## config.mk

```make
export PLATFORM = sky130hd
export DESIGN_NAME = css_escape_decoder_top_flat
export DESIGN_NICKNAME = d
export VERILOG_FILES = /design/src/rtl/core/cssed_pkg.sv /design/src/rtl/core/cssed_in_if.sv /design/src/rtl/core/cssed_out_if.sv /design/src/rtl/core/css_escape_decoder_top.sv /design/src/rtl/core/cssed_front.sv /design/src/rtl/core/cssed_queue.sv /design/src/rtl/core/cssed_back.sv /design/src/flat_wrapper.sv
export SDC_FILE = /design/constraint.sdc
export NUM_CORES = 1
export LEC_CHECK = 0
export BUFFER_PORTS_ARGS = -buffer_cell sky130_fd_sc_hd__buf_4
export CORE_ASPECT_RATIO = 2
export CORE_MARGIN = 1.5
export CORE_UTILIZATION = 50
export DETAILED_ROUTE_END_ITERATION = 12
export GPL_TIMING_DRIVEN = 0
export PLACE_DENSITY = 0.73
export SLEW_MARGIN = 20
export SYNTH_ARGS = -nofsm -noshare
export SYNTH_HDL_FRONTEND = slang
export SYNTH_SLANG_ARGS = --single-unit
```

## constraint.sdc

```tcl
create_clock -name clk -period 6.6 [get_ports clk]
set_input_delay 1.98 -clock clk [delete_from_list [all_inputs] [get_ports clk]]
set_output_delay 1.98 -clock clk [all_outputs]
set_load 0.05 [all_outputs]
```

## src/rtl/core/cssed_pkg.sv

```systemverilog
package cssed_pkg;

	localparam logic [7:0] BACKSLASH = 8'h5C;
	localparam logic [7:0] NEWLINE = 8'h0A;
	localparam logic [2:0] MAX_HEX_DIGITS = 3'd6;
	localparam logic [20:0] REPLACEMENT_CP = 21'h00FFFD;

	// The queue depth must be a power of two so that the pointers wrap on their own.
	localparam int QUEUE_DEPTH = 4;
	localparam int QUEUE_AW = $clog2(QUEUE_DEPTH);

	// Everything one input byte produces: an optional code point, then an
	// optional literal byte, and the end-of-string flags.
	typedef struct packed {
		logic        cp_en;
		logic [20:0] cp;
		logic [1:0]  len_m1;
		logic        chr_en;
		logic [7:0]  chr;
		logic        last;
		logic        changed;
	} desc_t;

	typedef struct packed {
		logic full;
		logic empty;
	} q_status_t;

endpackage

```

## src/rtl/core/cssed_in_if.sv

```systemverilog
interface cssed_in_if;
	logic       valid;
	logic       ready;
	logic [7:0] in_byte;
	logic       in_last;

	modport source (output valid, output in_byte, output in_last, input ready);
	modport sink (input valid, input in_byte, input in_last, output ready);
endinterface

```

## src/rtl/core/cssed_out_if.sv

```systemverilog
interface cssed_out_if;
	logic       valid;
	logic       ready;
	logic [7:0] out_byte;
	logic       out_valid;
	logic       out_last;
	logic       changed;

	modport source (output valid, output out_byte, output out_valid, output out_last,
		output changed, input ready);
	modport sink (input valid, input out_byte, input out_valid, input out_last,
		input changed, output ready);
endinterface

```

## src/rtl/core/css_escape_decoder_top.sv

```systemverilog
// Decodes CSS backslash escapes in a byte stream into UTF-8. The input side takes one byte per
// cycle with no bubbles as long as the four-entry queue between the decoder front and the
// output sequencer has room; the output side delivers one byte per cycle while the receiver is
// ready. A byte that ends a hex escape can expand to as many as five output bytes (a four-byte
// UTF-8 sequence plus the byte itself), so a run of such bytes fills the queue and holds off
// the input until the output sequencer catches up. An input byte is queued, then registered
// at the output. Every string ends with exactly one result flagged last, which also reports
// whether a backslash appeared; a last byte that yields nothing gives an empty end marker.
module css_escape_decoder_top (
	input  logic        clk,
	input  logic        arst_n,
	cssed_in_if.sink    text,
	cssed_out_if.source decoded
);
	import cssed_pkg::*;

	desc_t     push_desc, head;
	q_status_t stat;
	logic      push, pop;

	cssed_front u_front (
		.clk    (clk),
		.arst_n (arst_n),
		.text   (text),
		.stat   (stat),
		.push   (push),
		.desc   (push_desc)
	);

	cssed_queue u_queue (
		.clk    (clk),
		.arst_n (arst_n),
		.push   (push),
		.wdata  (push_desc),
		.pop    (pop),
		.head   (head),
		.stat   (stat)
	);

	cssed_back u_back (
		.clk     (clk),
		.arst_n  (arst_n),
		.stat    (stat),
		.head    (head),
		.pop     (pop),
		.decoded (decoded)
	);

`ifndef SYNTHESIS
	a_marker_is_last: assert property (@(posedge clk) disable iff (!arst_n)
		decoded.valid && !decoded.out_valid |-> decoded.out_last)
		else $error("empty result that does not end the string");

	a_changed_on_last: assert property (@(posedge clk) disable iff (!arst_n)
		decoded.valid && decoded.changed |-> decoded.out_last)
		else $error("changed flag outside the last result");

	a_no_pop_empty: assert property (@(posedge clk) disable iff (!arst_n)
		pop |-> !stat.empty)
		else $error("queue popped while empty");

	a_no_push_full: assert property (@(posedge clk) disable iff (!arst_n)
		push |-> !stat.full || pop)
		else $error("queue pushed while full");
`endif

endmodule

```

## src/rtl/core/cssed_front.sv

```systemverilog
module cssed_front (
	input  logic              clk,
	input  logic              arst_n,
	cssed_in_if.sink          text,
	input  cssed_pkg::q_status_t stat,
	output logic              push,
	output cssed_pkg::desc_t  desc
);
	import cssed_pkg::*;

	typedef enum logic [1:0] {PLAIN, ESCAPE, HEX, AFTER_HEX} mode_t;

	mode_t       mode_q, mode_d;
	logic [2:0]  cnt_q, cnt_d, cnt_inc;
	logic [23:0] code_q, code_d, code_ext, cp_raw;
	logic        saw_q, saw_d;
	logic        acc, dv, ws, is_bs, plain, cp_en, chr_en;
	logic [3:0]  dig;
	logic [20:0] cp_ok;
	logic [1:0]  len_m1;

	function automatic logic [20:0] sanitize(logic [23:0] v);
		logic bad;
		bad = (v == 24'd0) || (v >= 24'h00D800 && v <= 24'h00DFFF) || (v > 24'h10FFFF);
		return bad ? REPLACEMENT_CP : v[20:0];
	endfunction

	function automatic logic [1:0] utf8_len_m1(logic [20:0] v);
		logic [1:0] r;
		if (v < 21'h80)
			r = 2'd0;
		else if (v < 21'h800)
			r = 2'd1;
		else if (v < 21'h10000)
			r = 2'd2;
		else
			r = 2'd3;
		return r;
	endfunction

	assign acc = text.valid && text.ready;
	assign text.ready = !stat.full;
	assign is_bs = (text.in_byte == BACKSLASH);
	assign ws = (text.in_byte == 8'h20) || (text.in_byte >= 8'h09 && text.in_byte <= 8'h0D);
	assign cnt_inc = cnt_q + 3'd1;
	assign code_ext = {code_q[19:0], dig};
	assign saw_d = saw_q || is_bs;

	always_comb begin
		dv = 1'b1;
		dig = 4'd0;
		if (text.in_byte >= "0" && text.in_byte <= "9")
			dig = 4'(text.in_byte - 8'h30);
		else if (text.in_byte >= "a" && text.in_byte <= "f")
			dig = 4'(text.in_byte - 8'h57);
		else if (text.in_byte >= "A" && text.in_byte <= "F")
			dig = 4'(text.in_byte - 8'h37);
		else
			dv = 1'b0;
	end

	always_comb begin
		mode_d = mode_q;
		cnt_d = cnt_q;
		code_d = code_q;
		cp_en = 1'b0;
		cp_raw = code_q;
		chr_en = 1'b0;
		plain = 1'b0;
		case (mode_q)
			PLAIN: plain = 1'b1;
			ESCAPE: begin
				if (dv) begin
					mode_d = HEX;
					cnt_d = 3'd1;
					code_d = {20'd0, dig};
				end else begin
					mode_d = PLAIN;
					chr_en = (text.in_byte != NEWLINE);
				end
			end
			HEX: begin
				if (dv) begin
					code_d = code_ext;
					cnt_d = cnt_inc;
					if (cnt_inc >= MAX_HEX_DIGITS) begin
						cp_en = 1'b1;
						cp_raw = code_ext;
						code_d = 24'd0;
						cnt_d = 3'd0;
						mode_d = AFTER_HEX;
					end
				end else begin
					cp_en = 1'b1;
					cp_raw = code_q;
					code_d = 24'd0;
					cnt_d = 3'd0;
					mode_d = PLAIN;
					plain = !ws;
				end
			end
			AFTER_HEX: begin
				mode_d = PLAIN;
				plain = !ws;
			end
			default: mode_d = PLAIN;
		endcase
		if (plain) begin
			if (is_bs)
				mode_d = ESCAPE;
			else
				chr_en = 1'b1;
		end
		// A hex escape still open at the end of the string is flushed here.
		if (text.in_last && mode_d == HEX) begin
			cp_en = 1'b1;
			cp_raw = code_d;
		end
	end

	assign cp_ok = sanitize(cp_raw);
	assign len_m1 = utf8_len_m1(cp_ok);

	assign push = acc && (cp_en || chr_en || text.in_last);
	assign desc.cp_en = cp_en;
	assign desc.cp = cp_ok;
	assign desc.len_m1 = len_m1;
	assign desc.chr_en = chr_en;
	assign desc.chr = text.in_byte;
	assign desc.last = text.in_last;
	assign desc.changed = saw_d;

	always_ff @(posedge clk or negedge arst_n) begin
		if (!arst_n) begin
			mode_q <= PLAIN;
			cnt_q <= 3'd0;
			code_q <= 24'd0;
			saw_q <= 1'b0;
		end else if (acc) begin
			if (text.in_last) begin
				mode_q <= PLAIN;
				cnt_q <= 3'd0;
				code_q <= 24'd0;
				saw_q <= 1'b0;
			end else begin
				mode_q <= mode_d;
				cnt_q <= cnt_d;
				code_q <= code_d;
				saw_q <= saw_d;
			end
		end
	end

endmodule

```

## src/rtl/core/cssed_queue.sv

```systemverilog
module cssed_queue (
	input  logic                 clk,
	input  logic                 arst_n,
	input  logic                 push,
	input  cssed_pkg::desc_t     wdata,
	input  logic                 pop,
	output cssed_pkg::desc_t     head,
	output cssed_pkg::q_status_t stat
);
	import cssed_pkg::*;

	desc_t               mem_q [QUEUE_DEPTH];
	logic [QUEUE_AW-1:0] wr_q, rd_q;
	logic [QUEUE_AW:0]   level_q;

	assign head = mem_q[rd_q];
	assign stat.full = (level_q == (QUEUE_AW+1)'(QUEUE_DEPTH));
	assign stat.empty = (level_q == '0);

	always_ff @(posedge clk) begin
		if (push)
			mem_q[wr_q] <= wdata;
	end

	always_ff @(posedge clk or negedge arst_n) begin
		if (!arst_n) begin
			wr_q <= '0;
			rd_q <= '0;
			level_q <= '0;
		end else begin
			if (push)
				wr_q <= wr_q + QUEUE_AW'(1);
			if (pop)
				rd_q <= rd_q + QUEUE_AW'(1);
			if (push && !pop)
				level_q <= level_q + (QUEUE_AW+1)'(1);
			else if (pop && !push)
				level_q <= level_q - (QUEUE_AW+1)'(1);
		end
	end

endmodule

```

## src/rtl/core/cssed_back.sv

```systemverilog
module cssed_back (
	input  logic                 clk,
	input  logic                 arst_n,
	input  cssed_pkg::q_status_t stat,
	input  cssed_pkg::desc_t     head,
	output logic                 pop,
	cssed_out_if.source          decoded
);
	import cssed_pkg::*;

	logic [2:0] idx_q, nitems, nsum;
	logic       vld_q, load, take, fin;
	logic [7:0] byte_d, byte_q;
	logic       ov_d, ov_q, olast_d, olast_q, ochg_q;

	function automatic logic [7:0] utf8_byte(logic [20:0] cp, logic [1:0] len_m1,
		logic [1:0] pos);
		logic [7:0] r;
		logic [1:0] sh;
		sh = len_m1 - pos;
		if (pos == 2'd0) begin
			case (len_m1)
				2'd0: r = {1'b0, cp[6:0]};
				2'd1: r = {3'b110, cp[10:6]};
				2'd2: r = {4'b1110, cp[15:12]};
				default: r = {5'b11110, cp[20:18]};
			endcase
		end else begin
			case (sh)
				2'd0: r = {2'b10, cp[5:0]};
				2'd1: r = {2'b10, cp[11:6]};
				2'd2: r = {2'b10, cp[17:12]};
				default: r = {2'b10, 3'b000, cp[20:18]};
			endcase
		end
		return r;
	endfunction

	// An entry with neither a code point nor a byte is an end marker.
	assign nsum = (head.cp_en ? ({1'b0, head.len_m1} + 3'd1) : 3'd0) + {2'b00, head.chr_en};
	assign nitems = (nsum == 3'd0) ? 3'd1 : nsum;

	assign load = !vld_q || decoded.ready;
	assign take = load && !stat.empty;
	assign fin = (idx_q == nitems - 3'd1);
	assign pop = take && fin;

	always_comb begin
		if (head.cp_en && idx_q <= {1'b0, head.len_m1}) begin
			byte_d = utf8_byte(head.cp, head.len_m1, idx_q[1:0]);
			ov_d = 1'b1;
		end else if (head.chr_en) begin
			byte_d = head.chr;
			ov_d = 1'b1;
		end else begin
			byte_d = 8'd0;
			ov_d = 1'b0;
		end
		olast_d = head.last && fin;
	end

	always_ff @(posedge clk or negedge arst_n) begin
		if (!arst_n) begin
			vld_q <= 1'b0;
			idx_q <= 3'd0;
		end else begin
			if (load)
				vld_q <= !stat.empty;
			if (take)
				idx_q <= fin ? 3'd0 : idx_q + 3'd1;
		end
	end

	always_ff @(posedge clk) begin
		if (take) begin
			byte_q <= byte_d;
			ov_q <= ov_d;
			olast_q <= olast_d;
			ochg_q <= olast_d && head.changed;
		end
	end

	assign decoded.valid = vld_q;
	assign decoded.out_byte = byte_q;
	assign decoded.out_valid = ov_q;
	assign decoded.out_last = olast_q;
	assign decoded.changed = ochg_q;

endmodule

```

## src/flat_wrapper.sv

```systemverilog
// flat-port wrapper written by rule: the top's interface ports become plain ports
module css_escape_decoder_top_flat import cssed_pkg::*;
  (clk, arst_n, text_valid, text_in_byte, text_in_last, text_ready, decoded_valid, decoded_out_byte, decoded_out_valid, decoded_out_last, decoded_changed, decoded_ready);
  cssed_in_if text_i ();
  cssed_out_if decoded_i ();
  input  logic clk;
  input  logic arst_n;
  input wire logic [$bits(text_i.valid)-1:0] text_valid;
  input wire logic [$bits(text_i.in_byte)-1:0] text_in_byte;
  input wire logic [$bits(text_i.in_last)-1:0] text_in_last;
  output wire logic [$bits(text_i.ready)-1:0] text_ready;
  output wire logic [$bits(decoded_i.valid)-1:0] decoded_valid;
  output wire logic [$bits(decoded_i.out_byte)-1:0] decoded_out_byte;
  output wire logic [$bits(decoded_i.out_valid)-1:0] decoded_out_valid;
  output wire logic [$bits(decoded_i.out_last)-1:0] decoded_out_last;
  output wire logic [$bits(decoded_i.changed)-1:0] decoded_changed;
  input wire logic [$bits(decoded_i.ready)-1:0] decoded_ready;
  assign text_i.valid = text_valid;
  assign text_i.in_byte = text_in_byte;
  assign text_i.in_last = text_in_last;
  assign text_ready = text_i.ready;
  assign decoded_valid = decoded_i.valid;
  assign decoded_out_byte = decoded_i.out_byte;
  assign decoded_out_valid = decoded_i.out_valid;
  assign decoded_out_last = decoded_i.out_last;
  assign decoded_changed = decoded_i.changed;
  assign decoded_i.ready = decoded_ready;
  css_escape_decoder_top u_core (.clk(clk), .arst_n(arst_n), .text(text_i), .decoded(decoded_i));
endmodule
```

# Word level (Yosys, flattened, before mapping)
# Memory sizes are Yosys's and may differ from the RTL's.
# Cells that the tools add are included.
op_classes:
  addsub: 13
  magnitude_cmp: 16
  eq_ne: 14
  muxes: 55
  reduce_logical: 38
ops:
  columns: ["cell", "count"]
  rows:
  - ["2-to-1 mux 24 bit", 8]
  - ["one-hot mux 24 bit (2 select lines)", 1]
  - ["2-to-1 mux 3 bit", 9]
  - ["greater-or-equal comparator 24 x 16 -> 1 bit, second input constant", 1]
  - ["> comparator 24 x 21 -> 1 bit, second input constant", 1]
  - ["less-or-equal comparator 24 x 16 -> 1 bit, second input constant", 1]
  - ["zero test 24 bit", 1]
  - ["2-to-1 mux 8 bit", 3]
  - ["one-hot mux 8 bit (3 select lines)", 1]
  - ["< comparator 21 x 12 -> 1 bit, second input constant", 1]
  - ["< comparator 21 x 17 -> 1 bit, second input constant", 1]
  - ["< comparator 21 x 8 -> 1 bit, second input constant", 1]
  - ["2-to-1 mux 21 bit", 1]
  - ["one-hot mux 6 bit (3 select lines)", 1]
  - ["2-to-1 mux 1 bit", 17]
  - ["greater-or-equal comparator 8 x 7 -> 1 bit, second input constant", 2]
  - ["less-or-equal comparator 8 x 7 -> 1 bit, second input constant", 2]
  - ["2-to-1 mux 2 bit", 8]
  - ["logical AND 1 bit", 15]
  - ["2-to-1 mux 4 bit", 3]
  - ["== test 2 bit, second input constant", 5]
  - ["adder 3 x 1 -> 3 bit, second input constant", 3]
  - ["== test 8 x 6 -> 1 bit, second input constant", 1]
  - ["== test 8 x 7 -> 1 bit, second input constant", 1]
  - ["28 further kinds", 48]
totals:
  register_bits: 52
  ramBits: 140
  in_bits: 13
  output_inout_bits: 13
  wordCells: 150
  mem_count: 1
mem_list:
  columns: ["name", "words", "word_bits", "read_ports", "rd_ports_with_merged_regs", "write_ports", "line_no", "source"]
  rows:
  - ["u_core.u_queue.mem_q", 4, 35, 1, 0, 1, "cssed_queue.sv:12", "desc_t mem_q [QUEUE_DEPTH];"]

# Logic depth before layout (Yosys ltp)
logic_depth:
  word_depth: 21
  depth_mapped: 21

# Modules after synthesis
# Synthesis repeated with hierarchy kept, for this count alone.
hier_totals:
  hier_cells: 693
  area_unflattened_um2: 9586.7
modules_own_cells:
  columns: ["module", "n_inst", "cells_per_inst", "area_each_um2"]
  rows:
  - ["cssed_queue", 1, 217, 5500.3]
  - ["cssed_front", 1, 346, 2770.2]
  - ["cssed_back", 1, 130, 1316.3]

# Least setup slack after synthesis
# Ideal clock, no wire load.
synth_timing:
  path_type: "reg-to-reg"
  start: "register u_core.u_queue.rd_q[0]"
  end: "register u_core.u_queue.level_q[1]"
  t_arrival_ns: 5.262
  t_required_ns: 6.475
  slack_ns: 1.213
  path_stages_with_launch: 20
  path_buffers: 3
  period_less_slack_ns: 5.387
  cell_sequence: "dfrtp_1 > buf_2 > buf_1 > buf_1 > mux4_2 > inv_1 > ha_1 > and2_1 > ha_1 > xor2_1 > a21oi_1 > ha_1 > xor2_1 > xnor2_1 > nor3_1 > nand2_1 > ha_1 > inv_1 > fa_1 > mux2_2"
synth_via:
  elab_chain_cells: 12
synth_lines:
  columns: ["element", "line_no", "source"]
  rows:
  - ["start: declaration", "cssed_queue.sv:13", "logic [QUEUE_AW-1:0] wr_q, rd_q;"]
  - ["start signal: assignment", "cssed_queue.sv:34", "rd_q <= rd_q + QUEUE_AW'(1);"]
  - ["memory (4 x 35 bit) (*)", null, null]
  - ["adder 2 x 1 -> 3 bit", "cssed_back.sv:40", "assign nsum = (head.cp_en ? ({1'b0, head.len_m1} + 3'd1) : 3'd0) + {2'b00, head.chr_en};"]
  - ["2-to-1 mux 3 bit", "cssed_back.sv:40", null]
  - ["adder 3 x 1 -> 3 bit (*)", "cssed_back.sv:40", null]
  - ["zero test 3 bit", "cssed_back.sv:41", "assign nitems = (nsum == 3'd0) ? 3'd1 : nsum;"]
  - ["2-to-1 mux 3 bit (*)", "cssed_back.sv:41", null]
  - ["subtractor 3 x 1 -> 3 bit (*)", "cssed_back.sv:45", "assign fin = (idx_q == nitems - 3'd1);"]
  - ["== test 3 bit (*)", "cssed_back.sv:45", null]
  - ["logical AND 1 bit (*)", "cssed_back.sv:46", "assign pop = take && fin;"]
  - ["zero test 1 bit", "cssed_queue.sv:35", "if (push && !pop)"]
  - ["logical AND 1 bit", "cssed_queue.sv:35", null]
  - ["2-to-1 mux 3 bit or nonzero test 2 bit (tied branches)", null, null]
  - ["end signal: assignment", "cssed_queue.sv:36", "level_q <= level_q + (QUEUE_AW+1)'(1);"]
  - ["end signal: assignment", "cssed_queue.sv:38", "level_q <= level_q - (QUEUE_AW+1)'(1);"]
  - ["end: declaration", "cssed_queue.sv:14", "logic [QUEUE_AW:0] level_q;"]
# Mark *: on every way between the ends. The rest lies on a longest branch, timed or not.
# A chain may end at the register's enable or synchronous reset.

# Worst setup path in the final report
layout_timing:
  start: "register u_core.u_queue.rd_q[1]"
  end: "register u_core.u_queue.level_q[1]"
# Same word-level chain as after synthesis.

==> key figures <==
STA
  • Final worst path period need: a little over 6000 ps
  • Worst slew pin tran: about 930 ps
  • Period utilisation layout: 93.2%
  • RSZ-0062 raised after global routing: false
  • Final Hold Fails: 0
  • Final Skew: around 11 ps
  • Max_slew headroom: approximately 38%
  • FMAX: 163 MHz
  • Final setup fails: 0
  • Slew Viols, Final: 0

Outcome
  • Outcome: finished clean

Clocking
  • Later-pin clock latency in the skew report: approximately 440 ps
  • H-tree levels: 4
  • Clock buffer depth: 2
  • Worst-path clk slew: 70 ps
  • Postcts setup bufs: 0
  • CTS root buffer: clkbuf_16
  • Sink Count: 192
  • Total CTS buffers: 17
  • CTS tree: built

Worst setup path
  • WS Path Type: reg2reg
  • Cell Chain, Critical Path: clkbuf_1 > clkbuf_1 > clkbuf_1 > mux4_2 > inv_1 > ha_1 > and2_1 > ha_1 > xor2_1 > a21oi_1 > ha_1 > xor2_1 > xnor2_1 > nor3_1 > nand2_1 > ha_1 > inv_1 > fa_1 > mux2_2
  • Most used cell, CP: ha_1
  • Crit end category: register
  • CP Buf/Inv Count: 5
  • Startpoint Class: register
  • Worst-path fanout max: 10
  • Crit path DAT: 6470 ps
  • Critical path's slowest cell: nor3_1
  • Worst path top cell family by delay: buffers and inverters
  • Worst path required time: 6920 ps
  • Delay of the slowest cell on the worst path: 750 ps

Synth
  • Async S/R FF share, synth: 21.4%
  • Post-synth EDFFs: approximately 150
  • Synth Warn #: 0
  • Mapped Area: 0.00959 sq mm
  • Top FF cell, synth: edfxtp_1
  • Cell variety after synth: a little over 80
  • Seq/Total Area, Yosys: between 50 and 60%
  • Avg Cell Area, Syn: around 14 sq um
  • Mapped Cells: between 700 and 800
  • Syn_nets: between 700 and 800
  • Number of synthesized register bits: between 150 and 200

Route
  • Met2 wire length: 12800 um
  • Residual DRC: 0
  • Via count: between 6000 and 7000
  • WL/cell: around 23 um
  • Max Used Layer: met4
  • DRT Wirelength: around 23000 um
  • Drt first pass iters: 7
  • Met3 Wirelength: roughly 680 um
  • DRT antenna net count: 0
  • Via-to-Cell Ratio: about 6
  • Metal-1 WL: just under 8000 um
  • DR iter-0 viols: between 300 and 400

Power
  • Total power draw: roughly 4.1 mW
  • Leakage Power: 3.61 nW
  • Peak VDD IR: around 0.22 mV
  • PD cells: between 300 and 400 mW/mm^2

Die
  • Core box area: between 0.015 and 0.02 sq mm
  • Die width: slightly above 100 um
  • Top-level I/O count: 26
  • Die height: about 200 um
  • Initial core utilization: about half
  • # rows: 71
  • DIE AREA: approximately 0.02 sq mm

Placement
  • DP HPWL: approximately 17000 um
  • Cells after DPL: ~990
  • Placer Congestion: about 0.94
  • Port Buffers: 25

GRT
  • Largest net degree at the start of global routing: 42
  • Vias in the first global route: 6454
  • Grt ovf: 0
  • First-pass GRT wire length: 35200 um
  • Initial antenna violation count: 0
  • Gr usage total: about 24%

Worst hold path
  • HP Class: reg2reg

Finish
  • Most common cell after layout, fill and taps aside: edfxtp_1
  • Layout cells sized above 1: about a fifth
  • Final-stage net count: 795
  • Final std cells w/o fill: between 1000 and 1500
  • Diode count: 0
  • Most frequent cells in the layout: edfxtp_1, nand2_1, o21ai_0
  • Area growth, synth to finish: 12.5%

Run
  • Total of max-cap violations: 0
-- layout make-up --
class / count / area, sq um
buffer: 40 / 174
clock buffer: 18 / 439
clock inverter: 14 / 145
fill: 1525 / 8050
inverter: 21 / 78.8
multi-input combinational: 450 / 3780
sequential: 192 / 5560
tap: 255 / 319
timing repair buffer: 29 / 290
-- layer usage --
layer	GRT usage, %	vias up
met5	0	-
met4	17.6	0
met3	3.90	77
met2	45.1	188
met1	22.7	3117
li1	-	2869
-- metrics by stage --
stage	setup TNS, ps	hold WS (ps)	instance area, sq um	setup slack (ps)	utilization (%)
2_1_floorplan	0	464	9590	1210	-
3_3_place_gp	0	482	10100	127	53.6
3_5_place_dp	-12.3	486	10200	-12.3	54.2
4_1_cts	0	495	10800	386	57.3
5_1_grt	0	518	10800	119	57.3
6_report	0	495	10800	452	57.3
-- cell usage after synthesis, types with 4 or more instances --
cell type  number  area [sq um]
mux2i_1        10           100
a22oi_1        26           195
buf_1           7          26.3
xor2_1          5          43.8
a22o_1          7          61.3
a211oi_1        7          52.6
o21ai_0        47           235
nand3_1        10          50.1
dfrtp_1        41          1030
edfxtp_1      151          4530
nand2_1        53           199
nor2_1         34           128
a211o_1         9          78.8
nor4_1          7          43.8
a31oi_1         4          25.0
ha_1           30           375
a31o_2          5          43.8
nor3_1          6          30.0
clkbuf_1       27           101
mux2_2          6          67.6
nand2b_1        6          37.5
o22ai_1         4          25.0
and2_1         11          68.8
xnor2_1         8          70.1
a21oi_1        24           120
mux4_2         38           856
nor2b_1         5          31.3
a221o_1        11           110
inv_1          20          75.1
and3_1          7          43.8
buf_2           4          20.0
-- path summary, 6_finish.rpt --
check,startpoint,endpoint,slack (ps),depth (start not counted)
worst max-delay path,u_core.u_queue.rd_q[1],u_core.u_queue.level_q[1],450,19
worst min-delay path,u_core.u_queue.level_q[2],u_core.u_queue.level_q[2],500,1
max in group asynchronous,arst_n,u_core.u_front.code_q[6],4610,1
worst max register to register,u_core.u_queue.rd_q[1],u_core.u_queue.level_q[1],450,19
worst min register to register,u_core.u_queue.level_q[2],u_core.u_queue.level_q[2],500,1
min in group asynchronous,arst_n,u_core.u_front.mode_q[0],1550,1
-- worst reg2reg max path: cells and delay by family, from the launching register on --
kind	cells	cell delay, ps
buf+inv	5	1790
fa+ha+maj	5	1360
simple gates	3	1120
mux	2	750
xor+xnor	3	450
flops	1	330
compound gates	1	240
-- kinds of logic (layout without fill, tap and decap cells) --
group | Yosys count | after routing | synth area share (%)
xor gates and xnor gates | 13 | 13 | 1.19
and+or+nand+nor | 169 | 169 | 9.45
buffers and inverters | 62 | 122 | 2.67
muxes | 54 | 54 | 10.7
DFF | 192 | 192 | 58.0
adders and majority gates | 31 | 31 | 4.12
AOI/OAI and AO/OA | 183 | 183 | 13.9
-- flip-flops by register name, summed over array words and instances, names as in the netlist --
signal and count:
u_core.u_back.decoded.valid 1, u_core.u_back.decoded.out_byte 8, u_core.u_back.decoded.out_last 1, u_core.u_back.decoded.changed 1
u_core.u_front.cnt_q 3, u_core.u_front.code_q 24, u_core.u_front.mode_q 2, u_core.u_queue.wr_q 2
u_core.u_back.decoded.out_valid 1, u_core.u_queue.mem_q 140, u_core.u_front.saw_q 1, u_core.u_back.idx_q 3
u_core.u_queue.rd_q 2, u_core.u_queue.level_q 3
-- report_power, final --
part           internal (mW)  switching, mW
clock                  0.543          0.462
combinational          0.603          0.914
sequential              1.53         0.0610
total                   2.68           1.44
-- timing repair --
action / 4_1_cts / 5_1_grt
hold buffers: 0 / 0
resized for setup: 0 / 0
endpoints found under the setup margin: 1 / 0
Power figures use the tool's default switching activity.
